### config.mk
export PLATFORM = sky130hd
export DESIGN_NAME = char_lcd_command_sequencer_core_flat
export DESIGN_NICKNAME = d
export VERILOG_FILES = /design/src/clcd_pkg.sv /design/src/clcd_req_if.sv /design/src/clcd_xfer_if.sv /design/src/clcd_dp.sv /design/src/clcd_seq.sv /design/src/char_lcd_command_sequencer_core.sv /design/src/flat_wrapper.sv
export SDC_FILE = /design/constraint.sdc
export NUM_CORES = 1
export LEC_CHECK = 0
export BUFFER_PORTS_ARGS = -buffer_cell sky130_fd_sc_hd__buf_2
export CAP_MARGIN = 25
export CORE_MARGIN = 2
export CORE_UTILIZATION = 45
export CTS_BUF_LIST = sky130_fd_sc_hd__clkbuf_4 sky130_fd_sc_hd__clkbuf_8 sky130_fd_sc_hd__clkbuf_16
export CTS_CLUSTER_DIAMETER = 120
export DETAILED_ROUTE_END_ITERATION = 10
export PLACE_DENSITY = 0.79
export SLEW_MARGIN = 25
export SYNTH_ARGS = -nofsm -noshare
export SYNTH_HDL_FRONTEND = slang
export SYNTH_SLANG_ARGS = --single-unit
### constraint.sdc
create_clock -name clk -period 4.09 [get_ports clk]
set_clock_uncertainty 0.15 [all_clocks]
set_input_delay 0.409 -clock clk [delete_from_list [all_inputs] [get_ports clk]]
set_output_delay 0.409 -clock clk [all_outputs]
set_load 0.02 [all_outputs]
### src/clcd_pkg.sv
// ----------------------------------------------------------------------------
// clcd_pkg
// Types, request codes and microcode table for the character-LCD
// command sequencer.
// ----------------------------------------------------------------------------
package clcd_pkg;

    localparam int MAX_ROWS_DEF = 4;
    localparam int PC_W         = 4;

    // request codes
    localparam logic [3:0] REQ_INIT       = 4'd0;
    localparam logic [3:0] REQ_CHAR       = 4'd1;
    localparam logic [3:0] REQ_CURSOR_POS = 4'd2;
    localparam logic [3:0] REQ_CLEAR      = 4'd3;
    localparam logic [3:0] REQ_HOME       = 4'd4;
    localparam logic [3:0] REQ_CURSOR_ON  = 4'd5;
    localparam logic [3:0] REQ_CURSOR_OFF = 4'd6;
    localparam logic [3:0] REQ_BLINK_ON   = 4'd7;
    localparam logic [3:0] REQ_BLINK_OFF  = 4'd8;

    // configuration register indexes
    localparam logic [1:0] CFG_FOUR_BIT = 2'd0;
    localparam logic [1:0] CFG_COLUMNS  = 2'd1;
    localparam logic [1:0] CFG_ROWS     = 2'd2;

    // controller command bytes
    localparam logic [7:0] CMD_WAKE_8   = 8'h33;
    localparam logic [7:0] CMD_WAKE_4   = 8'h32;
    localparam logic [7:0] CMD_ENTRY    = 8'h06;
    localparam logic [7:0] CMD_SHIFT    = 8'h14;
    localparam logic [7:0] CMD_FUNC_4   = 8'h28;
    localparam logic [7:0] CMD_FUNC_8   = 8'h38;
    localparam logic [7:0] CMD_CLEAR    = 8'h01;
    localparam logic [7:0] CMD_HOME     = 8'h02;
    localparam logic [7:0] CMD_DDRAM    = 8'h80;
    localparam logic [7:0] DISP_CTRL_RST = 8'h0C;
    localparam logic [7:0] BIT_CURSOR   = 8'h02;
    localparam logic [7:0] BIT_BLINK    = 8'h01;
    localparam logic [2:0] PAUSE_MS     = 3'd5;

    typedef enum logic [2:0] {
        SRC_CONST,
        SRC_CHAR,
        SRC_CURSOR,
        SRC_SHADOW,
        SRC_FUNC
    } src_t;

    typedef enum logic [1:0] {
        SH_NONE,
        SH_INIT,
        SH_REQ
    } shadow_op_t;

    typedef struct packed {
        logic             emit;
        src_t             src;
        logic [7:0]       value;
        logic             rs;
        logic             pause;
        logic             done;
        logic             jmp_eight;
        logic [PC_W-1:0]  target;
        shadow_op_t       sh_op;
    } ucode_t;

    typedef struct packed {
        logic             ok;
        logic [PC_W-1:0]  pc;
    } entry_t;

    // sequencer -> datapath control
    typedef struct packed {
        logic       load;
        logic       step;
        src_t       src;
        logic [7:0] value;
        shadow_op_t sh_op;
    } dp_ctrl_t;

    function automatic logic [7:0] row_base(input logic [1:0] r);
        logic [7:0] b;
        unique case (r)
            2'd0:    b = 8'h00;
            2'd1:    b = 8'h40;
            2'd2:    b = 8'h14;
            default: b = 8'h54;
        endcase
        return b;
    endfunction

    function automatic ucode_t uw(input logic emit, input src_t src,
                                  input logic [7:0] value, input logic rs,
                                  input logic pause, input logic done,
                                  input logic jmp_eight,
                                  input logic [PC_W-1:0] target,
                                  input shadow_op_t sh_op);
        ucode_t w;
        w.emit      = emit;
        w.src       = src;
        w.value     = value;
        w.rs        = rs;
        w.pause     = pause;
        w.done      = done;
        w.jmp_eight = jmp_eight;
        w.target    = target;
        w.sh_op     = sh_op;
        return w;
    endfunction

    // microprogram
    function automatic ucode_t ucode_rom(input logic [PC_W-1:0] pc);
        ucode_t w;
        unique case (pc)
            // init: wake-up triple only on the 4-bit bus
            4'd0:  w = uw(1'b0, SRC_CONST, 8'h00, 1'b0, 1'b0, 1'b0, 1'b1, 4'd4, SH_NONE);
            4'd1:  w = uw(1'b1, SRC_CONST, CMD_WAKE_8, 1'b0, 1'b1, 1'b0, 1'b0, 4'd0, SH_NONE);
            4'd2:  w = uw(1'b1, SRC_CONST, CMD_WAKE_8, 1'b0, 1'b1, 1'b0, 1'b0, 4'd0, SH_NONE);
            4'd3:  w = uw(1'b1, SRC_CONST, CMD_WAKE_4, 1'b0, 1'b1, 1'b0, 1'b0, 4'd0, SH_NONE);
            4'd4:  w = uw(1'b1, SRC_CONST, CMD_ENTRY, 1'b0, 1'b0, 1'b0, 1'b0, 4'd0, SH_INIT);
            4'd5:  w = uw(1'b1, SRC_SHADOW, 8'h00, 1'b0, 1'b0, 1'b0, 1'b0, 4'd0, SH_NONE);
            4'd6:  w = uw(1'b1, SRC_CONST, CMD_SHIFT, 1'b0, 1'b0, 1'b0, 1'b0, 4'd0, SH_NONE);
            4'd7:  w = uw(1'b1, SRC_FUNC, 8'h00, 1'b0, 1'b0, 1'b0, 1'b0, 4'd0, SH_NONE);
            4'd8:  w = uw(1'b1, SRC_CONST, CMD_CLEAR, 1'b0, 1'b0, 1'b0, 1'b0, 4'd0, SH_NONE);
            4'd9:  w = uw(1'b1, SRC_CONST, CMD_HOME, 1'b0, 1'b0, 1'b1, 1'b0, 4'd0, SH_NONE);
            // single-transfer requests
            4'd10: w = uw(1'b1, SRC_CHAR, 8'h00, 1'b1, 1'b0, 1'b1, 1'b0, 4'd0, SH_NONE);
            4'd11: w = uw(1'b1, SRC_CURSOR, 8'h00, 1'b0, 1'b0, 1'b1, 1'b0, 4'd0, SH_NONE);
            4'd12: w = uw(1'b1, SRC_CONST, CMD_CLEAR, 1'b0, 1'b1, 1'b1, 1'b0, 4'd0, SH_NONE);
            4'd13: w = uw(1'b1, SRC_CONST, CMD_HOME, 1'b0, 1'b1, 1'b1, 1'b0, 4'd0, SH_NONE);
            // display-control update, then send shadow
            4'd14: w = uw(1'b0, SRC_CONST, 8'h00, 1'b0, 1'b0, 1'b0, 1'b0, 4'd0, SH_REQ);
            default: w = uw(1'b1, SRC_SHADOW, 8'h00, 1'b0, 1'b0, 1'b1, 1'b0, 4'd0, SH_NONE);
        endcase
        return w;
    endfunction

    function automatic entry_t entry_pc(input logic [3:0] req);
        entry_t e;
        e.ok = 1'b1;
        unique case (req)
            REQ_INIT:       e.pc = 4'd0;
            REQ_CHAR:       e.pc = 4'd10;
            REQ_CURSOR_POS: e.pc = 4'd11;
            REQ_CLEAR:      e.pc = 4'd12;
            REQ_HOME:       e.pc = 4'd13;
            REQ_CURSOR_ON,
            REQ_CURSOR_OFF,
            REQ_BLINK_ON,
            REQ_BLINK_OFF:  e.pc = 4'd14;
            default:
            begin
                e.ok = 1'b0;
                e.pc = 4'd0;
            end
        endcase
        return e;
    endfunction

endpackage

### src/clcd_req_if.sv
// ----------------------------------------------------------------------------
// clcd_req_if
// Request channel: valid/ready with the request fields.
// ----------------------------------------------------------------------------
interface clcd_req_if;
    logic       valid;
    logic       ready;
    logic [3:0] req_type;
    logic [7:0] char_code;
    logic [7:0] column;
    logic [7:0] row;

    modport source (output valid, req_type, char_code, column, row, input ready);
    modport sink   (input valid, req_type, char_code, column, row, output ready);
endinterface

### src/clcd_xfer_if.sv
// ----------------------------------------------------------------------------
// clcd_xfer_if
// Transfer channel: valid/ready with one bus transfer.
// ----------------------------------------------------------------------------
interface clcd_xfer_if;
    logic       valid;
    logic       ready;
    logic       register_select;
    logic [7:0] bus_value;
    logic [2:0] pause_after_ms;
    logic       last;

    modport source (output valid, register_select, bus_value, pause_after_ms, last,
                    input ready);
    modport sink   (input valid, register_select, bus_value, pause_after_ms, last,
                    output ready);
endinterface

### src/clcd_dp.sv
// ----------------------------------------------------------------------------
// clcd_dp
// Datapath: configuration registers, latched request, display-control
// shadow and byte selection for the sequencer.
// ----------------------------------------------------------------------------
module clcd_dp #(
    parameter int MAX_ROWS = clcd_pkg::MAX_ROWS_DEF
) (
    input  logic                clk,
    input  logic                rst_n,
    input  logic                cfg_we,
    input  logic [1:0]          cfg_index,
    input  logic [5:0]          cfg_data,
    clcd_req_if.sink            req,
    input  clcd_pkg::dp_ctrl_t  ctrl,
    output logic [7:0]          byte_val,
    output logic                four_bit
);

    localparam logic [2:0] MaxRowsC = 3'(MAX_ROWS);

    logic       four_bit_reg, four_bit_next;
    logic [5:0] columns_reg, columns_next;
    logic [2:0] rows_reg, rows_next;
    logic [7:0] shadow_reg, shadow_next;
    logic [3:0] req_type_reg, req_type_next;
    logic [7:0] char_code_reg, char_code_next;
    logic [7:0] column_reg, column_next;
    logic [7:0] row_reg, row_next;

    logic [7:0] max_col;
    logic [2:0] num_rows;
    logic [7:0] max_row;
    logic [7:0] col_c;
    logic [7:0] row_c;
    logic [7:0] cursor_cmd;

    always_comb
    begin
        max_col  = (columns_reg != 6'd0) ? {2'b00, columns_reg - 6'd1} : 8'd0;
        num_rows = (rows_reg > MaxRowsC) ? MaxRowsC : rows_reg;
        max_row  = (num_rows != 3'd0) ? {5'd0, num_rows - 3'd1} : 8'd0;
        col_c    = (column_reg > max_col) ? max_col : column_reg;
        row_c    = (row_reg > max_row) ? max_row : row_reg;
        cursor_cmd = clcd_pkg::CMD_DDRAM | (clcd_pkg::row_base(row_c[1:0]) + col_c);
    end

    always_comb
    begin
        unique case (ctrl.src)
            clcd_pkg::SRC_CHAR:   byte_val = char_code_reg;
            clcd_pkg::SRC_CURSOR: byte_val = cursor_cmd;
            clcd_pkg::SRC_SHADOW: byte_val = shadow_reg;
            clcd_pkg::SRC_FUNC:   byte_val = four_bit_reg ? clcd_pkg::CMD_FUNC_4
                                                          : clcd_pkg::CMD_FUNC_8;
            default:              byte_val = ctrl.value;
        endcase
    end

    assign four_bit = four_bit_reg;

    always_comb
    begin
        four_bit_next  = four_bit_reg;
        columns_next   = columns_reg;
        rows_next      = rows_reg;
        shadow_next    = shadow_reg;
        req_type_next  = req_type_reg;
        char_code_next = char_code_reg;
        column_next    = column_reg;
        row_next       = row_reg;

        if (cfg_we)
        begin
            case (cfg_index)
                clcd_pkg::CFG_FOUR_BIT: four_bit_next = cfg_data[0];
                clcd_pkg::CFG_COLUMNS:  columns_next  = cfg_data;
                clcd_pkg::CFG_ROWS:     rows_next     = cfg_data[2:0];
                default: ;
            endcase
        end

        if (ctrl.load)
        begin
            req_type_next  = req.req_type;
            char_code_next = req.char_code;
            column_next    = req.column;
            row_next       = req.row;
        end

        if (ctrl.step)
        begin
            unique case (ctrl.sh_op)
                clcd_pkg::SH_INIT: shadow_next = clcd_pkg::DISP_CTRL_RST;
                clcd_pkg::SH_REQ:
                begin
                    case (req_type_reg)
                        clcd_pkg::REQ_CURSOR_ON:  shadow_next = shadow_reg | clcd_pkg::BIT_CURSOR;
                        clcd_pkg::REQ_CURSOR_OFF: shadow_next = shadow_reg & ~clcd_pkg::BIT_CURSOR;
                        clcd_pkg::REQ_BLINK_ON:   shadow_next = shadow_reg | clcd_pkg::BIT_BLINK;
                        clcd_pkg::REQ_BLINK_OFF:  shadow_next = shadow_reg & ~clcd_pkg::BIT_BLINK;
                        default: ;
                    endcase
                end
                default: ;
            endcase
        end
    end

    always_ff @(posedge clk or negedge rst_n)
    begin
        if (!rst_n)
        begin
            four_bit_reg <= 1'b1;
            columns_reg  <= 6'd16;
            rows_reg     <= 3'd2;
            shadow_reg   <= clcd_pkg::DISP_CTRL_RST;
        end
        else
        begin
            four_bit_reg <= four_bit_next;
            columns_reg  <= columns_next;
            rows_reg     <= rows_next;
            shadow_reg   <= shadow_next;
        end
    end

    always_ff @(posedge clk)
    begin
        req_type_reg  <= req_type_next;
        char_code_reg <= char_code_next;
        column_reg    <= column_next;
        row_reg       <= row_next;
    end

    // display bit must survive every shadow update
    a_shadow_display_on: assert property (@(posedge clk) disable iff (!rst_n)
        shadow_reg[3:2] == 2'b11)
        else $error("display-control shadow lost display bits");

    a_cursor_in_range: assert property (@(posedge clk) disable iff (!rst_n)
        (col_c <= 8'd62) && (row_c <= 8'd3))
        else $error("clamped cursor out of range");

    a_load_idle_shadow: assert property (@(posedge clk) disable iff (!rst_n)
        ctrl.load |-> !ctrl.step)
        else $error("request load during a microstep");

endmodule

### src/clcd_seq.sv
// ----------------------------------------------------------------------------
// clcd_seq
// Microcode sequencer: step counter, dispatch, conditional jump, nibble
// split and output register.
// ----------------------------------------------------------------------------
module clcd_seq (
    input  logic                clk,
    input  logic                rst_n,
    clcd_req_if.sink            req,
    clcd_xfer_if.source         xfer,
    input  logic [7:0]          byte_val,
    input  logic                four_bit,
    output clcd_pkg::dp_ctrl_t  ctrl
);

    logic                       busy_reg, busy_next;
    logic [clcd_pkg::PC_W-1:0]  pc_reg, pc_next;
    logic                       half_reg, half_next;
    logic                       out_valid_reg, out_valid_next;
    logic                       out_rs_reg, out_rs_next;
    logic [7:0]                 out_val_reg, out_val_next;
    logic [2:0]                 out_pause_reg, out_pause_next;
    logic                       out_last_reg, out_last_next;

    clcd_pkg::ucode_t           word;
    clcd_pkg::entry_t           entry;
    logic                       accept;
    logic                       can_go;
    logic                       retire;

    assign word   = clcd_pkg::ucode_rom(pc_reg);
    assign entry  = clcd_pkg::entry_pc(req.req_type);
    assign accept = req.valid && req.ready;
    assign can_go = busy_reg && (!out_valid_reg || xfer.ready);

    assign req.ready            = !busy_reg;
    assign xfer.valid           = out_valid_reg;
    assign xfer.register_select = out_rs_reg;
    assign xfer.bus_value       = out_val_reg;
    assign xfer.pause_after_ms  = out_pause_reg;
    assign xfer.last            = out_last_reg;

    always_comb
    begin
        busy_next      = busy_reg;
        pc_next        = pc_reg;
        half_next      = half_reg;
        out_valid_next = out_valid_reg;
        out_rs_next    = out_rs_reg;
        out_val_next   = out_val_reg;
        out_pause_next = out_pause_reg;
        out_last_next  = out_last_reg;
        retire         = 1'b0;

        if (out_valid_reg && xfer.ready)
            out_valid_next = 1'b0;

        if (can_go)
        begin
            if (!word.emit)
                retire = 1'b1;
            else if (four_bit && !half_reg)
            begin
                out_valid_next = 1'b1;
                out_rs_next    = word.rs;
                out_val_next   = {4'h0, byte_val[7:4]};
                out_pause_next = 3'd0;
                out_last_next  = 1'b0;
                half_next      = 1'b1;
            end
            else
            begin
                out_valid_next = 1'b1;
                out_rs_next    = word.rs;
                out_val_next   = four_bit ? {4'h0, byte_val[3:0]} : byte_val;
                out_pause_next = word.pause ? clcd_pkg::PAUSE_MS : 3'd0;
                out_last_next  = word.done;
                half_next      = 1'b0;
                retire         = 1'b1;
            end
        end

        if (retire)
        begin
            if (word.done)
                busy_next = 1'b0;
            else if (word.jmp_eight && !four_bit)
                pc_next = word.target;
            else
                pc_next = pc_reg + clcd_pkg::PC_W'(1);
        end

        if (accept && entry.ok)
        begin
            busy_next = 1'b1;
            pc_next   = entry.pc;
            half_next = 1'b0;
        end
    end

    always_comb
    begin
        ctrl.load  = accept;
        ctrl.step  = retire;
        ctrl.src   = word.src;
        ctrl.value = word.value;
        ctrl.sh_op = word.sh_op;
    end

    always_ff @(posedge clk or negedge rst_n)
    begin
        if (!rst_n)
        begin
            busy_reg      <= 1'b0;
            pc_reg        <= '0;
            half_reg      <= 1'b0;
            out_valid_reg <= 1'b0;
        end
        else
        begin
            busy_reg      <= busy_next;
            pc_reg        <= pc_next;
            half_reg      <= half_next;
            out_valid_reg <= out_valid_next;
        end
    end

    always_ff @(posedge clk)
    begin
        out_rs_reg    <= out_rs_next;
        out_val_reg   <= out_val_next;
        out_pause_reg <= out_pause_next;
        out_last_reg  <= out_last_next;
    end

    a_half_needs_busy: assert property (@(posedge clk) disable iff (!rst_n)
        half_reg |-> (busy_reg && four_bit))
        else $error("nibble phase set outside a 4-bit request");

    a_known_req_starts: assert property (@(posedge clk) disable iff (!rst_n)
        (accept && entry.ok) |=> busy_reg)
        else $error("accepted request did not start");

    a_nibble_no_last: assert property (@(posedge clk) disable iff (!rst_n)
        (out_valid_reg && out_last_reg) |-> !half_reg)
        else $error("last flagged on a high nibble");

endmodule

### src/char_lcd_command_sequencer_core.sv
// ----------------------------------------------------------------------------
// char_lcd_command_sequencer_core
// Character-LCD command sequencer: requests in, bus transfers out.
// Flow: a taken request loads the step counter and busy flag, then the first
// transfer is registered; init and display-control requests take one non-emitting step first.
// Throughput: one transfer per cycle while the transfer sink is ready; 8-bit init
// jumps past the wake-up commands, and the 4-bit bus sends each byte as two nibbles.
// Reset: 4-bit bus, 16 columns, 2 rows, display-control shadow 0x0C, idle.
// ----------------------------------------------------------------------------
module char_lcd_command_sequencer_core #(
    parameter int MAX_ROWS = clcd_pkg::MAX_ROWS_DEF
) (
    input  logic        clk,
    input  logic        rst_n,
    input  logic        cfg_we,
    input  logic [1:0]  cfg_index,
    input  logic [5:0]  cfg_data,
    clcd_req_if.sink    req,
    clcd_xfer_if.source xfer
);

    clcd_pkg::dp_ctrl_t ctrl;
    logic [7:0]         byte_val;
    logic               four_bit;

    clcd_seq u_seq (
        .clk      (clk),
        .rst_n    (rst_n),
        .req      (req),
        .xfer     (xfer),
        .byte_val (byte_val),
        .four_bit (four_bit),
        .ctrl     (ctrl)
    );

    clcd_dp #(
        .MAX_ROWS (MAX_ROWS)
    ) u_dp (
        .clk       (clk),
        .rst_n     (rst_n),
        .cfg_we    (cfg_we),
        .cfg_index (cfg_index),
        .cfg_data  (cfg_data),
        .req       (req),
        .ctrl      (ctrl),
        .byte_val  (byte_val),
        .four_bit  (four_bit)
    );

endmodule
### src/flat_wrapper.sv
// flat-port wrapper written by rule: the top's interface ports become plain ports
module char_lcd_command_sequencer_core_flat 
#(
    parameter int MAX_ROWS = clcd_pkg::MAX_ROWS_DEF
)
  (clk, rst_n, cfg_we, cfg_index, cfg_data, req_valid, req_req_type, req_char_code, req_column, req_row, req_ready, xfer_valid, xfer_register_select, xfer_bus_value, xfer_pause_after_ms, xfer_last, xfer_ready);
  clcd_req_if req_i ();
  clcd_xfer_if xfer_i ();
  input  logic clk;
  input  logic rst_n;
  input  logic cfg_we;
  input  logic [1:0] cfg_index;
  input  logic [5:0] cfg_data;
  input wire logic [$bits(req_i.valid)-1:0] req_valid;
  input wire logic [$bits(req_i.req_type)-1:0] req_req_type;
  input wire logic [$bits(req_i.char_code)-1:0] req_char_code;
  input wire logic [$bits(req_i.column)-1:0] req_column;
  input wire logic [$bits(req_i.row)-1:0] req_row;
  output wire logic [$bits(req_i.ready)-1:0] req_ready;
  output wire logic [$bits(xfer_i.valid)-1:0] xfer_valid;
  output wire logic [$bits(xfer_i.register_select)-1:0] xfer_register_select;
  output wire logic [$bits(xfer_i.bus_value)-1:0] xfer_bus_value;
  output wire logic [$bits(xfer_i.pause_after_ms)-1:0] xfer_pause_after_ms;
  output wire logic [$bits(xfer_i.last)-1:0] xfer_last;
  input wire logic [$bits(xfer_i.ready)-1:0] xfer_ready;
  assign req_i.valid = req_valid;
  assign req_i.req_type = req_req_type;
  assign req_i.char_code = req_char_code;
  assign req_i.column = req_column;
  assign req_i.row = req_row;
  assign req_ready = req_i.ready;
  assign xfer_valid = xfer_i.valid;
  assign xfer_register_select = xfer_i.register_select;
  assign xfer_bus_value = xfer_i.bus_value;
  assign xfer_pause_after_ms = xfer_i.pause_after_ms;
  assign xfer_last = xfer_i.last;
  assign xfer_i.ready = xfer_ready;
  char_lcd_command_sequencer_core #(.MAX_ROWS(MAX_ROWS)) u_core (.clk(clk), .rst_n(rst_n), .cfg_we(cfg_we), .cfg_index(cfg_index), .cfg_data(cfg_data), .req(req_i), .xfer(xfer_i));
endmodule
==> results of run 1 <==
==> per-stage QoR <==
| stage | utilization | setup TNS [ns] | power (mW) |
|---|---|---|---|
| 6_report | 0.560 | 0 | 2.69 |
| 2_1_floorplan | - | 0 | 1.85 |
| 4_1_cts | 0.545 | 0 | 2.63 |
| 3_5_place_dp | 0.519 | -0.129 | 2.15 |
| 5_1_grt | 0.560 | -0.109 | 2.88 |
| 3_3_place_gp | 0.519 | 0 | 2.11 |
==> layout make-up <==
cell class              instances  share of cell area
multi-input cells             242               0.419
flip-flops and latches         59               0.408
repair buffers                 63              0.0829
clock buffers                   9              0.0302
well taps                      99              0.0302
inverters                      18              0.0165
clock inverters                 7              0.0128
==> final timing paths <==
path                                                   to  slack [ns]  cells after the start
max                        u_core.u_seq.xfer.bus_value[1]        0.14                     17
min                          u_core.u_dp.char_code_reg[1]        0.09                      1
max reg2reg                u_core.u_seq.xfer.bus_value[1]        0.14                     17
min reg2reg                     u_core.u_dp.shadow_reg[3]        0.37                      1
max in group asynchronous            u_core.u_dp.four_bit        3.03                      2
min in group asynchronous         u_core.u_dp.rows_reg[2]        0.42                      2
==> cells by family after synthesis <==
kind of cell / Yosys count / synth area share
AO/OA/AOI/OAI: 77 / 0.138
XOR/XNOR: 8 / 0.0204
adder cells (fa/ha/maj): 24 / 0.0873
buffers and inverters: 28 / 0.0338
flip-flops: 59 / 0.488
multiplexers: 18 / 0.0582
other: 1 / 0.00109
AND/OR/NAND/NOR: 114 / 0.174
==> per-layer routing <==
layer	share of wire	routed length, µm
met2	0.48	3410
met4	0.027	190
met3	0.054	382
met5	0	0
met1	0.44	3130
==> power breakdown <==
| part | switching, mW | internal, mW | total, mW |
|---|---|---|---|
| Combinational | 0.722 | 0.492 | 1.21 |
| Sequential | 0.145 | 0.858 | 1.00 |
| Clock | 0.249 | 0.221 | 0.469 |
==> timing repair <==
item	CTS	global route
hold endpoints to repair	16	0
hold buffers	1	0
buffers inserted	0	5
pin swaps	1	8
setup endpoints to repair	2	4
resized for setup	1	21
==> layout by cell type (no fill, tap or decap), drive strengths merged, types with 3 or more instances in the layout <==
| cell type | instances |
|---|---|
| and2 | 3 |
| a2111oi | 3 |
| clkinvlp | 3 |
| nand3 | 6 |
| dfrtp | 16 |
| xor2 | 6 |
| clkbuf | 9 |
| a21oi | 26 |
| inv | 19 |
| or4 | 3 |
| clkinv | 3 |
| nor3 | 8 |
| mux2i | 5 |
| nor3b | 3 |
| mux2 | 13 |
| nand2b | 4 |
| ha | 24 |
| nand3b | 5 |
| nand2 | 29 |
| o211ai | 3 |
| buf | 62 |
| edfxtp | 39 |
| nor2b | 4 |
| nor2 | 28 |
| or2 | 4 |
| o21ai | 26 |
| dfstp | 4 |
| a211oi | 4 |
| and3 | 6 |
==> summary.md, run 1 <==
| Metric | Value |
|---|---|
| Synth area leader | `edfxtp_1` |
| Yosys top cell area share | `0.341` |
| Sink Count | `a little under 60` |
| Final #Nets | `458` |
| Multi-input logic area | `1720 µm²` |
| Crit-path cells | `inv_2, ha_4, and3b_2, or2_4, ha_1, nand2_1, nor3_2, mux2i_1, nand2_2, nand2_1, o21ai_1, ha_1, and2_4, and4_1, a311oi_2, mux2i_1, o211ai_1` |
| Layout fillers | `605` |
| Synth area leaders | `edfxtp_1 (34%), dfrtp_1 (12%), ha_1 (8.7%)` |
| Worst Tran Pin Value | `approximately 0.74 ns` |
| Slew Viols, Final | `0` |
| EDFF count, synth | `39` |
| Non-filler cells, final | `around 500` |
| Worst path top cell family by delay | `simple AND/OR/NAND/NOR gates` |
| WP buf/inv | `1` |
| Post-synth top cells | `edfxtp_1 (39), nand2_1 (29), nor2_1 (28), a21oi_1 (26), ha_1 (24)` |
| Vias | `2678` |
| Row Count | `31` |
| Area Growth Syn to Fin | `19.4%` |
| Drt first pass iters | `5` |
| Kind of critical path | `register to register` |
| CORE AREA | `7330 µm²` |
| Status | `complete, no violations` |
| Final hold vios | `0` |
| Gr usage total | `0.169` |
| Worst VDD drop | `0.261 mV` |
| TritonCTS buffer count | `9` |
| Die H | `91.4 µm` |
| Remaining DRCs | `0` |
| Grt met1 use | `0.212` |
| Max frequency | `about 0.25 GHz` |
| DR vias/cell | `5.39` |
| Worst Hold Slack | `0.0858 ns` |
| Synth warnings | `0` |
| Most common cell in the netlist | `edfxtp_1` |
| Storage element area | `between 1500 and 2000 µm²` |
| Syn Inst Count | `329` |
| Antenna Cells | `0` |
| Max capacitance violation total | `0` |
| PortBufs | `54` |
| Largest net degree at the start of global routing | `31` |
| Post-route antenna net violation count | `0` |
| Top_reg_cell synth | `edfxtp_1` |
| CP Launch Type | `register` |
| First-pass GRT wire length | `approximately 11 mm` |
| Overflow after GRT | `0` |
| Min-delay src | `req_char_code[1]` |
| # setup viols final | `0` |
| CP max FO | `6` |
| Setup WS pre-CTS | `-0.0786 ns` |
| CP endpoint kind | `register` |
| Synthesized Nets | `between 300 and 400` |
| Asr flop ratio synth | `0.339` |
| FF-to-FF Start | `u_core.u_dp.columns_reg[0]` |
| P per Cell Area | `654 nW/µm²` |
| Detail Placement HPWL | `5.08 mm` |
| Syn Area/Cell | `about 10 µm²` |
| GR peak layer | `met2` |
| Die width | `about 90 µm` |
| CP max stage delay | `0.41 ns` |
| Bufs on Longest Clock Path | `2` |
| Leakage | `1.73 nW` |
| Root buf cell | `clkbuf_8` |
| Register area share after synthesis | `0.488` |
| Final Cycle Share | `0.965` |
| Mapped Area | `3440 µm²` |
| Effective utilization at floorplan | `0.469` |
| Relative slew slack | `0.506` |
| WP data required | `4.02 ns` |
| Worst-path clk slew | `~0.070 ns` |
| Met2 usage | `0.270` |
| Gp weighted congestion | `about 0.90` |
| Initial antenna violation count | `0` |
| Placed Area | `around 3800 µm²` |
| Number of global-route vias before repair | `roughly 2500` |
| Post-synth cell types | `55` |
| DP Cell Count | `475` |
| Final Instance Area | `4110 µm²` |
| GRT met3 Usage | `0.0398` |
| H-tree depth | `3` |
| Hold Path Class | `primary input to register` |
| Share of cells above drive strength 1 | `0.299` |
| Post-DR wirelength/cell | `approximately 14 µm` |
| CTS tree | `built` |
| Setup WS post-layout | `about 0.14 ns` |
| Fin crit period | `3.95 ns` |
| I/O Pins | `56` |
| Worst path arrival time | `around 3.9 ns` |
| Slowest cell on the critical path | `dfrtp_1` |
| Critical Path Start | `u_core.u_dp.columns_reg[0]` |
| WL final | `around 7 mm` |
| Die area | `approximately 8400 µm²` |
| Clk_lat worst skew | `approximately 0.35 ns` |
| Synth Register Bits | `59` |
| Initial DRC count | `between 150 and 200` |
(Power assumes the default switching activity.)
==> inputs of run 2 (changes only) <==
Settings changed: CORE_MARGIN 2 to unset, CORE_UTILIZATION 45 to unset, PLACE_DENSITY 0.79 to unset, SYNTH_HIERARCHICAL set to 1.
==> summary.md, run 2 <==
| Metric | Value |
|---|---|
| Synth area leader | `edfxtp_1` |
| Synth area leaders | `edfxtp_1 (32%), dfrtp_1 (11%), ha_1 (6.2%)` |
| Error | `ERROR: Found 1 problems in 'check -assert'.` |
| Most common cell in the netlist | `edfxtp_1` |
| Fail Step | `synthesis` |
| Top_reg_cell synth | `edfxtp_1` |
| Synth Register Bits | `59 (unchanged)` |
| Post-synth cell types | `64 (+16%)` |
| Status | `did not finish` |
| Ys cells | `341` |
| EDFF count, synth | `39 (unchanged)` |
| Post-synth top cells | `edfxtp_1 (39), inv_1 (23), nand2_1 (22), nor2_1 (22), o21ai_0 (19)` |
| Synth warnings | `0 (unchanged)` |
| Register area share after synthesis | `0.461 (-0.0262)` |
| Yosys Chip Area | `3630 µm²` |
| Yosys top cell area share | `0.322 (-0.0183)` |
| Asr flop ratio synth | `0.339 (unchanged)` |
==> run 2: cell count changes after synthesis, sizes merged, moves of 5 or more <==
| cell | before | now |
|---|---|---|
| nor2b | 4 | 12 |
| a21oi | 26 | 19 |
| buf | 5 | 23 |
| nor2 | 28 | 22 |
| nand2 | 29 | 23 |
| ha | 24 | 18 |
| inv | 18 | 23 |
==> run 2: cells by family after synthesis <==
| kind of cell | share of synthesized area |
|---|---|
| AO/OA/AOI/OAI | 0.141 |
| XOR/XNOR | 0.0193 |
| adder cells (fa/ha/maj) | 0.0647 |
| buffers and inverters | 0.0733 |
| flip-flops | 0.461 |
| multiplexers | 0.0785 |
| other | 0.00207 |
| AND/OR/NAND/NOR | 0.160 |
